[src/rtl/linked_line_table_top_defines.svh]
// assertion macros for the linked line table
// used by linked_line_table_top; expects clk and rst_n in scope
`ifndef LINKED_LINE_TABLE_TOP_DEFINES_SVH
`define LINKED_LINE_TABLE_TOP_DEFINES_SVH

// same-cycle implication, checked outside reset
`define LLT_ASSERT_IMP(label, ante, cons, msg) \
  label: assert property (@(posedge clk) disable iff (!rst_n) (ante) |-> (cons)) \
    else $error(msg);

// next-cycle implication, checked outside reset
`define LLT_ASSERT_NXT(label, ante, cons, msg) \
  label: assert property (@(posedge clk) disable iff (!rst_n) (ante) |=> (cons)) \
    else $error(msg);

`endif

[src/rtl/llt_pkg.sv]
// types and codes for the linked line table
// no dependencies
`timescale 1ns / 1ps

package llt_pkg;

  typedef enum logic {
    OP_INSERT = 1'b0,
    OP_DELETE = 1'b1
  } op_t;

  typedef enum logic [1:0] {
    ST_DONE    = 2'd0,
    ST_FULL    = 2'd1,
    ST_IGNORED = 2'd2
  } status_t;

  localparam int FIELD_W = 7;
  localparam logic [FIELD_W-1:0] FIELD_NIL = 7'h7F;

endpackage

[src/rtl/linked_line_table_top.sv]
// linked line table: link arrays, head/tail pointers and bump allocator
// depends on llt_pkg and linked_line_table_top_defines.svh
`timescale 1ns / 1ps

// After reset, busy stays high while a clearing pass writes NIL into one entry
// of each link array per cycle, and no command is taken. After that, busy stays
// low and the block takes one command every cycle. Each command gives exactly
// one result. At the accepting edge the command and the target's two links are
// registered; the link read passes through any write made at that same edge. At
// the next edge the update is done and the result register is loaded. out_valid
// therefore rises with the result register and is high for a single cycle per
// result. The receiver cannot hold results off. Each update reads one address
// per link array and writes at most two entries of each array.
module linked_line_table_top #(
  parameter int ENTRIES = 64
) (
  input  logic       clk,
  input  logic       rst_n,
  input  logic       start,
  output logic       busy,
  input  logic       in_op,
  input  logic [6:0] in_target,
  output logic       out_valid,
  output logic [1:0] out_status,
  output logic [6:0] out_new_slot,
  output logic [6:0] out_head_out,
  output logic [6:0] out_tail_out
);

`include "linked_line_table_top_defines.svh"

  localparam int IDX_W = $clog2(ENTRIES);
  localparam int PW    = IDX_W + 1;
  localparam int CW    = (IDX_W > 6) ? IDX_W : 6;
  localparam int OW    = (IDX_W > llt_pkg::FIELD_W) ? IDX_W : llt_pkg::FIELD_W;
  localparam logic [PW-1:0] NIL = {1'b1, {IDX_W{1'b0}}};
  localparam logic [PW-1:0] FULL_CNT = PW'(ENTRIES);

  // command register and the target's links read with it
  logic             vld_r;
  llt_pkg::op_t     op_r;
  logic [6:0]       tgt_r;
  logic [PW-1:0]    rd_prev_r;
  logic [PW-1:0]    rd_next_r;

  // clearing pass after reset
  logic             clr_r;
  logic [IDX_W-1:0] clr_idx_r;

  // list state
  logic [PW-1:0]    head_r, head_nxt;
  logic [PW-1:0]    tail_r, tail_nxt;
  logic [PW-1:0]    used_r, used_nxt;
  logic [PW-1:0]    prev_mem [ENTRIES];
  logic [PW-1:0]    next_mem [ENTRIES];

  // result register
  logic             out_valid_r;
  llt_pkg::status_t out_status_r, status_nxt;
  logic [6:0]       out_new_slot_r;
  logic [6:0]       out_head_r;
  logic [6:0]       out_tail_r;

  // decode
  logic [CW-1:0]    in_wide;
  logic [IDX_W-1:0] in_idx;
  logic [CW-1:0]    tgt_wide;
  logic             in_tbl;
  logic [IDX_W-1:0] tgt_idx;
  logic [IDX_W-1:0] slot_idx;
  logic [PW-1:0]    tgt_ptr, slot_ptr;
  logic             full;
  logic [PW-1:0]    new_slot_nxt;

  // two write ports per array, port 1 wins on the same address
  logic             nw0_en, nw1_en, pw0_en, pw1_en;
  logic             nw0_go, pw0_go;
  logic [IDX_W-1:0] nw0_a, nw1_a, pw0_a, pw1_a;
  logic [PW-1:0]    nw0_d, nw1_d, pw0_d, pw1_d;

  function automatic logic [6:0] to_field(input logic [PW-1:0] p);
    logic [OW-1:0] w;
    w = OW'(p[IDX_W-1:0]);
    if (p[IDX_W]) begin
      return llt_pkg::FIELD_NIL;
    end
    return w[6:0];
  endfunction

  assign busy = clr_r;

  always_comb begin
    in_wide  = CW'(in_target[5:0]);
    in_idx   = in_wide[IDX_W-1:0];
    tgt_wide = CW'(tgt_r[5:0]);
    in_tbl   = !tgt_r[6] && ({1'b0, tgt_wide} < (CW + 1)'(ENTRIES));
    tgt_idx  = tgt_wide[IDX_W-1:0];
    tgt_ptr  = {1'b0, tgt_idx};
    slot_idx = used_r[IDX_W-1:0];
    slot_ptr = {1'b0, slot_idx};
    full     = (used_r == FULL_CNT);
  end

  always_comb begin
    head_nxt     = head_r;
    tail_nxt     = tail_r;
    used_nxt     = used_r;
    status_nxt   = llt_pkg::ST_DONE;
    new_slot_nxt = NIL;
    nw0_en = 1'b0; nw0_a = slot_idx; nw0_d = NIL;
    nw1_en = 1'b0; nw1_a = tgt_idx;  nw1_d = NIL;
    pw0_en = 1'b0; pw0_a = slot_idx; pw0_d = NIL;
    pw1_en = 1'b0; pw1_a = tgt_idx;  pw1_d = NIL;
    if (clr_r) begin
      nw0_en = 1'b1;
      nw0_a  = clr_idx_r;
      pw0_en = 1'b1;
      pw0_a  = clr_idx_r;
    end else if (vld_r) begin
      case (op_r)
        llt_pkg::OP_INSERT: begin
          if (full) begin
            status_nxt = llt_pkg::ST_FULL;
          end else begin
            new_slot_nxt = slot_ptr;
            used_nxt     = used_r + PW'(1);
            nw0_en = 1'b1;
            pw0_en = 1'b1;
            if (head_r[IDX_W]) begin
              head_nxt = slot_ptr;
              tail_nxt = slot_ptr;
            end else if (!in_tbl) begin
              // append at the tail; no forward link through an empty tail
              pw0_d    = tail_r;
              nw1_en   = !tail_r[IDX_W];
              nw1_a    = tail_r[IDX_W-1:0];
              nw1_d    = slot_ptr;
              tail_nxt = slot_ptr;
            end else begin
              nw0_d  = rd_next_r;
              pw0_d  = tgt_ptr;
              nw1_en = 1'b1;
              nw1_d  = slot_ptr;
              if (rd_next_r[IDX_W]) begin
                tail_nxt = slot_ptr;
              end else begin
                pw1_en = 1'b1;
                pw1_a  = rd_next_r[IDX_W-1:0];
                pw1_d  = slot_ptr;
              end
            end
          end
        end
        llt_pkg::OP_DELETE: begin
          if (!in_tbl) begin
            status_nxt = llt_pkg::ST_IGNORED;
          end else begin
            if (rd_prev_r[IDX_W]) begin
              head_nxt = rd_next_r;
            end else begin
              nw0_en = 1'b1;
              nw0_a  = rd_prev_r[IDX_W-1:0];
              nw0_d  = rd_next_r;
            end
            if (rd_next_r[IDX_W]) begin
              tail_nxt = rd_prev_r;
            end else begin
              pw0_en = 1'b1;
              pw0_a  = rd_next_r[IDX_W-1:0];
              pw0_d  = rd_prev_r;
            end
            // the target's own links are cleared last
            nw1_en = 1'b1;
            pw1_en = 1'b1;
          end
        end
        default: begin
          status_nxt = llt_pkg::ST_DONE;
        end
      endcase
    end
  end

  assign nw0_go = nw0_en && !(nw1_en && (nw1_a == nw0_a));
  assign pw0_go = pw0_en && !(pw1_en && (pw1_a == pw0_a));

  always_ff @(posedge clk) begin
    if (!rst_n) begin
      vld_r       <= 1'b0;
      head_r      <= NIL;
      tail_r      <= NIL;
      used_r      <= '0;
      clr_r       <= 1'b1;
      clr_idx_r   <= '0;
      out_valid_r <= 1'b0;
    end else begin
      vld_r       <= start && !busy;
      head_r      <= head_nxt;
      tail_r      <= tail_nxt;
      used_r      <= used_nxt;
      out_valid_r <= vld_r;
      if (clr_r) begin
        clr_idx_r <= clr_idx_r + IDX_W'(1);
        if (clr_idx_r == IDX_W'(ENTRIES - 1)) clr_r <= 1'b0;
      end
    end
  end

  always_ff @(posedge clk) begin
    op_r  <= llt_pkg::op_t'(in_op);
    tgt_r <= in_target;
    if (nw0_go) next_mem[nw0_a] <= nw0_d;
    if (nw1_en) next_mem[nw1_a] <= nw1_d;
    if (pw0_go) prev_mem[pw0_a] <= pw0_d;
    if (pw1_en) prev_mem[pw1_a] <= pw1_d;
    // links of the incoming target, passing through this edge's writes
    if (nw1_en && (nw1_a == in_idx)) rd_next_r <= nw1_d;
    else if (nw0_en && (nw0_a == in_idx)) rd_next_r <= nw0_d;
    else rd_next_r <= next_mem[in_idx];
    if (pw1_en && (pw1_a == in_idx)) rd_prev_r <= pw1_d;
    else if (pw0_en && (pw0_a == in_idx)) rd_prev_r <= pw0_d;
    else rd_prev_r <= prev_mem[in_idx];
    out_status_r   <= status_nxt;
    out_new_slot_r <= to_field(new_slot_nxt);
    out_head_r     <= to_field(head_nxt);
    out_tail_r     <= to_field(tail_nxt);
  end

  assign out_valid    = out_valid_r;
  assign out_status   = out_status_r;
  assign out_new_slot = out_new_slot_r;
  assign out_head_out = out_head_r;
  assign out_tail_out = out_tail_r;

  `LLT_ASSERT_NXT(a_one_result_per_beat, vld_r, out_valid_r,
    "accepted command gave no result")
  `LLT_ASSERT_IMP(a_count_in_range, 1'b1, used_r <= FULL_CNT,
    "allocator count past table size")
  `LLT_ASSERT_IMP(a_refused_only_when_full,
    out_valid_r && (out_status_r == llt_pkg::ST_FULL), used_r == FULL_CNT,
    "insert refused with free slots left")
  `LLT_ASSERT_IMP(a_slot_only_on_done_insert,
    out_valid_r && (out_status_r != llt_pkg::ST_DONE),
    out_new_slot_r == llt_pkg::FIELD_NIL,
    "slot reported for a command that allocated none")
  `LLT_ASSERT_IMP(a_no_command_while_clearing, clr_r, !vld_r,
    "command taken during the clearing pass")

endmodule

[config.mk]
export PLATFORM = sky130hd
export DESIGN_NAME = linked_line_table_top
export DESIGN_NICKNAME = d
export VERILOG_FILES = /design/src/rtl/llt_pkg.sv /design/src/rtl/linked_line_table_top.sv
export VERILOG_INCLUDE_DIRS = /design/src /design/src/rtl
export SDC_FILE = /design/constraint.sdc
export NUM_CORES = 2
export LEC_CHECK = 0
export BUFFER_PORTS_ARGS = -buffer_cell sky130_fd_sc_hd__buf_4
export CORE_ASPECT_RATIO = 0.9
export CORE_MARGIN = 2
export CORE_UTILIZATION = 48
export CTS_CLUSTER_DIAMETER = 120
export DETAILED_ROUTE_END_ITERATION = 10
export MAX_ROUTING_LAYER = met4
export PLACE_DENSITY = 0.7
export SETUP_SLACK_MARGIN = 0.5
export SYNTH_ARGS = -nofsm -noshare
export SYNTH_HDL_FRONTEND = slang
export SYNTH_SLANG_ARGS = --single-unit
[constraint.sdc]
create_clock -name clk -period 4.1 [get_ports clk]
set_clock_uncertainty 0.2 [all_clocks]
set_input_delay 0.82 -clock clk [delete_from_list [all_inputs] [get_ports clk]]
set_output_delay 0.82 -clock clk [all_outputs]
set_load 0.005 [all_outputs]
* Word-level counts from Yosys, hierarchy flattened *
Memory sizes are Yosys's and may differ from the RTL's.
Index checks and enable logic that the tools add are counted.

operators by class
  bitwise operators = 4
  magnitude comparators = 0
  multipliers = 0
  multiplexer cells = 120
  add/subtract/negate cells = 2
  divide/modulo/power cells = 0
  equal/unequal tests = 8
  shifts and indexed selects = 0
  reductions and logical operators = 15

operator list
  kind                                         count
  2-to-1 mux 7 bit                             50
  2-to-1 mux 6 bit                             27
  case mux 7 bit (2 select lines)              4
  == test 6 bit                                6
  2-to-1 mux 1 bit                             33
  logical AND 1 bit                            9
  case mux 1 bit (2 select lines)              4
  adder 7 x 1 -> 7 bit, second input constant  1
  == test 7 bit, second input constant         1
  adder 6 x 1 -> 6 bit, second input constant  1
  == test 6 bit, second input constant         1
  zero test 1 bit                              4
  NOT 1 bit                                    4
  case mux 2 bit (2 select lines)              1
  AND reduction 4 bit                          1
  2-to-1 mux 2 bit                             1
  OR reduction 2 bit                           1

storage, ports and cells
  bits in read-only memories = 0
  latch bits = 0
  RAM bits = 896
  word-level logic and storage cells = 169
  output and inout bits = 25
  bits in registers = 75
  memories = 2

memory list
  memory    depth  width  read ports  clocked after memory_dff  write ports  line                         source
  next_mem  64     7      1           0                         2            linked_line_table_top.sv:55  logic [PW-1:0] next_mem [ENTRIES];
  prev_mem  64     7      1           0                         2            linked_line_table_top.sv:54  logic [PW-1:0] prev_mem [ENTRIES];

* Depth between registers and ports, before layout *
  depth in word-level cells = 13
  gate-level depth with buffers = 14
  depth with buffers taken out = 9

* Worst setup path after synthesis *
Ideal clock, no wire load.

  path kind = register -> register
  start = register vld_r
  end = memory prev_mem[5][0] in the netlist's numbering, enable pin
  path buffers = 3
  setup time = 0.381 ns
  data arrival time = 3.061 ns
  required time = 3.519 ns
  slack = 0.458 ns
  stages on the path, launching flop included = 11
  cells stage by stage = dfxtp_1 > clkbuf_1 > nor4bb_1 > buf_2 > mux2_2 > o21ai_1 > nand2_1 > nor2_1 > clkbuf_1 > nand3_1 > o21ai_0

RTL lines
  item                      line                          source
  start: declaration        linked_line_table_top.sv:40   logic vld_r;
  start signal: assignment  linked_line_table_top.sv:197  vld_r <= start && !busy;
  end: declaration          linked_line_table_top.sv:54

==> flow_metrics.py <==
metrics = {
    "critical_path": {
        "reg2reg_slack_ns": 0.46,
        "crit_path_end_kind": "flop",
        "startpoint_type": "flop",
        "reg2reg_to": "prev_mem[41][4]",
        "required_ns": 4.28,
        "r2r_start": "busy",
        "crit_start": "busy",
        "endpoint": "prev_mem[41][4]",
        "cp.arrival_ns": 3.82,
        "worst_r2r_path_depth": 10,
        "cpMostUsedCell": "buf_4",
        "crit_slowest_cell": "nor2_4",
        "critPathMaxStageDelay_ns": 0.60,
        "path_max_fanout": 12,
        "worstPathCellList": "nor4b_2, o211ai_4, buf_12, buf_4, nor3_1, a31oi_4, nor2_4, nand2_4, o21ai_0, buf_4",
        "worstSetupPathType": "reg2reg",
    },
    "synth": {
        "async_flop_share_pct": 0,
        "synth_nets": 3691,
        "ys_seq_area_share_pct": 55.58,
        "yosys.area.top_type": "edfxtp_1",
        "synth_cell_types": 88,
        "synth-main-ff-cell": "edfxtp_1",
        "yosys-top-cells-area": "edfxtp_1 53%, mux2i_1 17%, mux4_2 10%",
        "synthCells": 3677,
        "synth_top_area_share_pct": 52.64,
        "synth_warnings": 0,
        "ys_ff_latch": 971,
        "netlist_area_um2": 51110,
        "synth_common_cells": "896 x edfxtp_1, 871 x mux2i_1, 269 x clkbuf_1, 258 x nand2_1, 233 x mux4_2",
        "synth_edf_count": 896,
        "postSynthAreaPerCell_um2": 13.90,
        "synth.most_common_cell": "edfxtp_1",
    },
    "final_layout": {
        "stdcell_count": 5335,
        "syn_to_final_growth_pct": 16.43,
        "final_util_pct": 56.35,
        "layout.nets": 3881,
        "final_cell_area_um2": 59510,
        "drive_gt1_share_pct": 27.83,
    },
    "die": {
        "boundaryPins": 36,
        "die_h_um": 313.6,
        "start_util_pct": 48.39,
        "die_area_um2": 109100,
        "core-area_um2": 105600,
        "die_w_um": 348.0,
        "core.rowCount": 113,
    },
    "worst_hold_path": {
        "hold_path_class": "in2reg",
    },
    "sta": {
        "finalHoldViolCount": 0,
        "rsz0062_at_grt": "yes",
        "worstMarginPinSlew_ns": 1.085,
        "fin_crit_sh_pct": 88.78,
        "tns_ns": 0,
        "slew_headroom_pct": 27.68,
        "slew_violations": 0,
        "layout_min_cycle_time_ns": 3.640,
        "max_clock_freq_ghz": 0.2747,
        "setup_viol": 0,
    },
    "global_routing": {
        "antenna_found_initial": 3,
        "grt_pass1_wl_mm": 241.6,
        "grt_use_total_pct": 30.86,
        "grt-ovfl-total": 0,
        "grt_max_degree": 66,
        "grt_pass1_vias": 34350,
    },
    "route": {
        "vias_per_cell": 6.703,
        "vias": 35760,
        "drtPass1Iterations": 6,
        "drt_iter0_drc": 5288,
        "drc": 0,
        "wl_per_cell_um": 30.90,
        "antenna_left": 0,
        "drt-total-wl_mm": 164.8,
    },
    "status": {
        "status": "complete, no violations",
    },
    "placement": {
        "placed_cell_area_um2": 55310,
        "place_congestion": 1.010,
        "dp.cells": 5120,
        "port_buffers": 35,
        "dp_hpwl_mm": 110.8,
    },
    "clock_tree": {
        "htreeDepth": 3,
        "root_buffer": "clkbuf_16",
        "clk_latency_ns": 0.71,
        "clock-sinks": 971,
        "clock_path_buffers": 3,
        "tritoncts": "built",
        "clk_pin_slew_worst_paths_ns": 0.06,
        "numCtsBuffers": 103,
    },
    "power_and_ir_drop": {
        "power.total_mw": 21.16,
        "leakagePower_nw": 23.51,
        "peakVddDrop_uv": 311.0,
        "p_per_area_nw_per_um2": 355.6,
    },
    "run": {
        "max-cap-violations": 0,
    },
}
layer usage:
metal | wire length (um) | up-vias | track usage, % | part of all wire [%]
met4 | 5508 | 0 | 9.957 | 3.3
met5 | 0 | - | - | 0
li1 | - | 14690 | - | -
met2 | 70130 | 2465 | 42.25 | 43
met1 | 68620 | 18260 | 45.17 | 42
met3 | 20580 | 352 | 7.402 | 12
critical path, delay by kind of cell, from the launching register on:
kind,cells,cell delay (ns)
DFF,1,0.39
buffers and inverters,3,0.54
AOI/OAI and AO/OA,3,0.50
and+or+nand+nor,4,1.66
flip-flops by register name (all words and copies together) (netlist names):
signal	count
op_r	1
prev_mem	448
clr_idx_r	6
out_new_slot	7
out_head_out	7
busy	1
vld_r	1
tail_r	7
out_status	2
next_mem	448
tgt_r	7
out_tail_out	7
rd_next_r	7
rd_prev_r	7
head_r	7
used_r	7
out_valid	1
cell families after synthesis:
group | after synthesis | synth area share (%)
multiplexers | 1120 | 27.68
flip-flops | 971 | 55.58
AND/OR/NAND/NOR | 690 | 6.967
AO/OA/AOI/OAI | 466 | 5.975
buffers and inverters | 389 | 3.072
XOR/XNOR | 38 | 0.6512
adder cells (fa/ha/maj) | 3 | 0.07345
report_power, final:
part / internal [mW] / switching, mW / total [mW]
Sequential: 10.7 / 0.0538 / 10.8
Clock: 5.33 / 4.05 / 9.38
Combinational: 0.358 / 0.640 / 0.998
Total: 16.4 / 4.74 / 21.2
area by class of cell:
cell class	instances	area, um^2
antenna	2	5.005
tap	1380	1727
sequential	971	28410
fill	8338	46110
multi-input combinational	2317	21910
inverter	30	112.6
clock inverter	59	604.3
clock buffer	132	2718
timing repair buffer	444	4023
timing repair:
action | 4_1_cts | 5_1_grt
setup buffers | 7 | 13
pin swaps | 6 | 7
resized for setup | 117 | 67
cloned | 2 | 0
endpoints found under the setup margin | 1290 | 902
hold buffers | 0 | 0
cell usage in the layout, fill, tap and decap left out, types with 11 or more instances in the layout:
master,n
edfxtp_1,896
mux2i_1,867
buf_4,388
nand2_1,233
mux4_2,233
nor2_1,105
clkbuf_16,104
o21ai_0,103
a22oi_1,89
nand3_1,83
dfxtp_1,71
nand2_2,59
a21oi_1,55
buf_12,49
o21ai_2,42
inv_1,29
nor3_1,29
clkbuf_1,27
o22ai_1,26
xnor2_1,26
nor2_2,23
clkinv_1,20
nor3_4,20
nor2_4,18
nand2b_1,16
mux2_2,15
o21bai_1,15
o21bai_2,14
clkinv_2,13
o21ai_1,12
xor2_1,12
and2_1,11
a31oi_1,11
how the worst min path moves through the flow:
stage / from / end / slack [ns] / cells after the start
2_1_floorplan: tail_r[3] / out_tail_out[3] / 0.25 / 2
3_3_place_gp: used_r[0] / out_new_slot[0] / 0.30 / 2
3_5_place_dp: used_r[0] / out_new_slot[0] / 0.29 / 2
4_1_cts: in_target[6] / tgt_r[6] / 0.02 / 1
5_1_grt: in_target[6] / tgt_r[6] / 0.03 / 1
6_report: in_target[6] / tgt_r[6] / 0.05 / 1
through the flow:
step / hold slack, ns / setup slack, ns
finish: 0.04563 / 0.4602
global route: 0.03198 / 0.3849
CTS: 0.01900 / 0.4346
detailed placement: 0.2855 / -0.1561
global placement: 0.3042 / -0.1744
floorplan: 0.2502 / 0.5077
(Power assumes the default switching activity.)
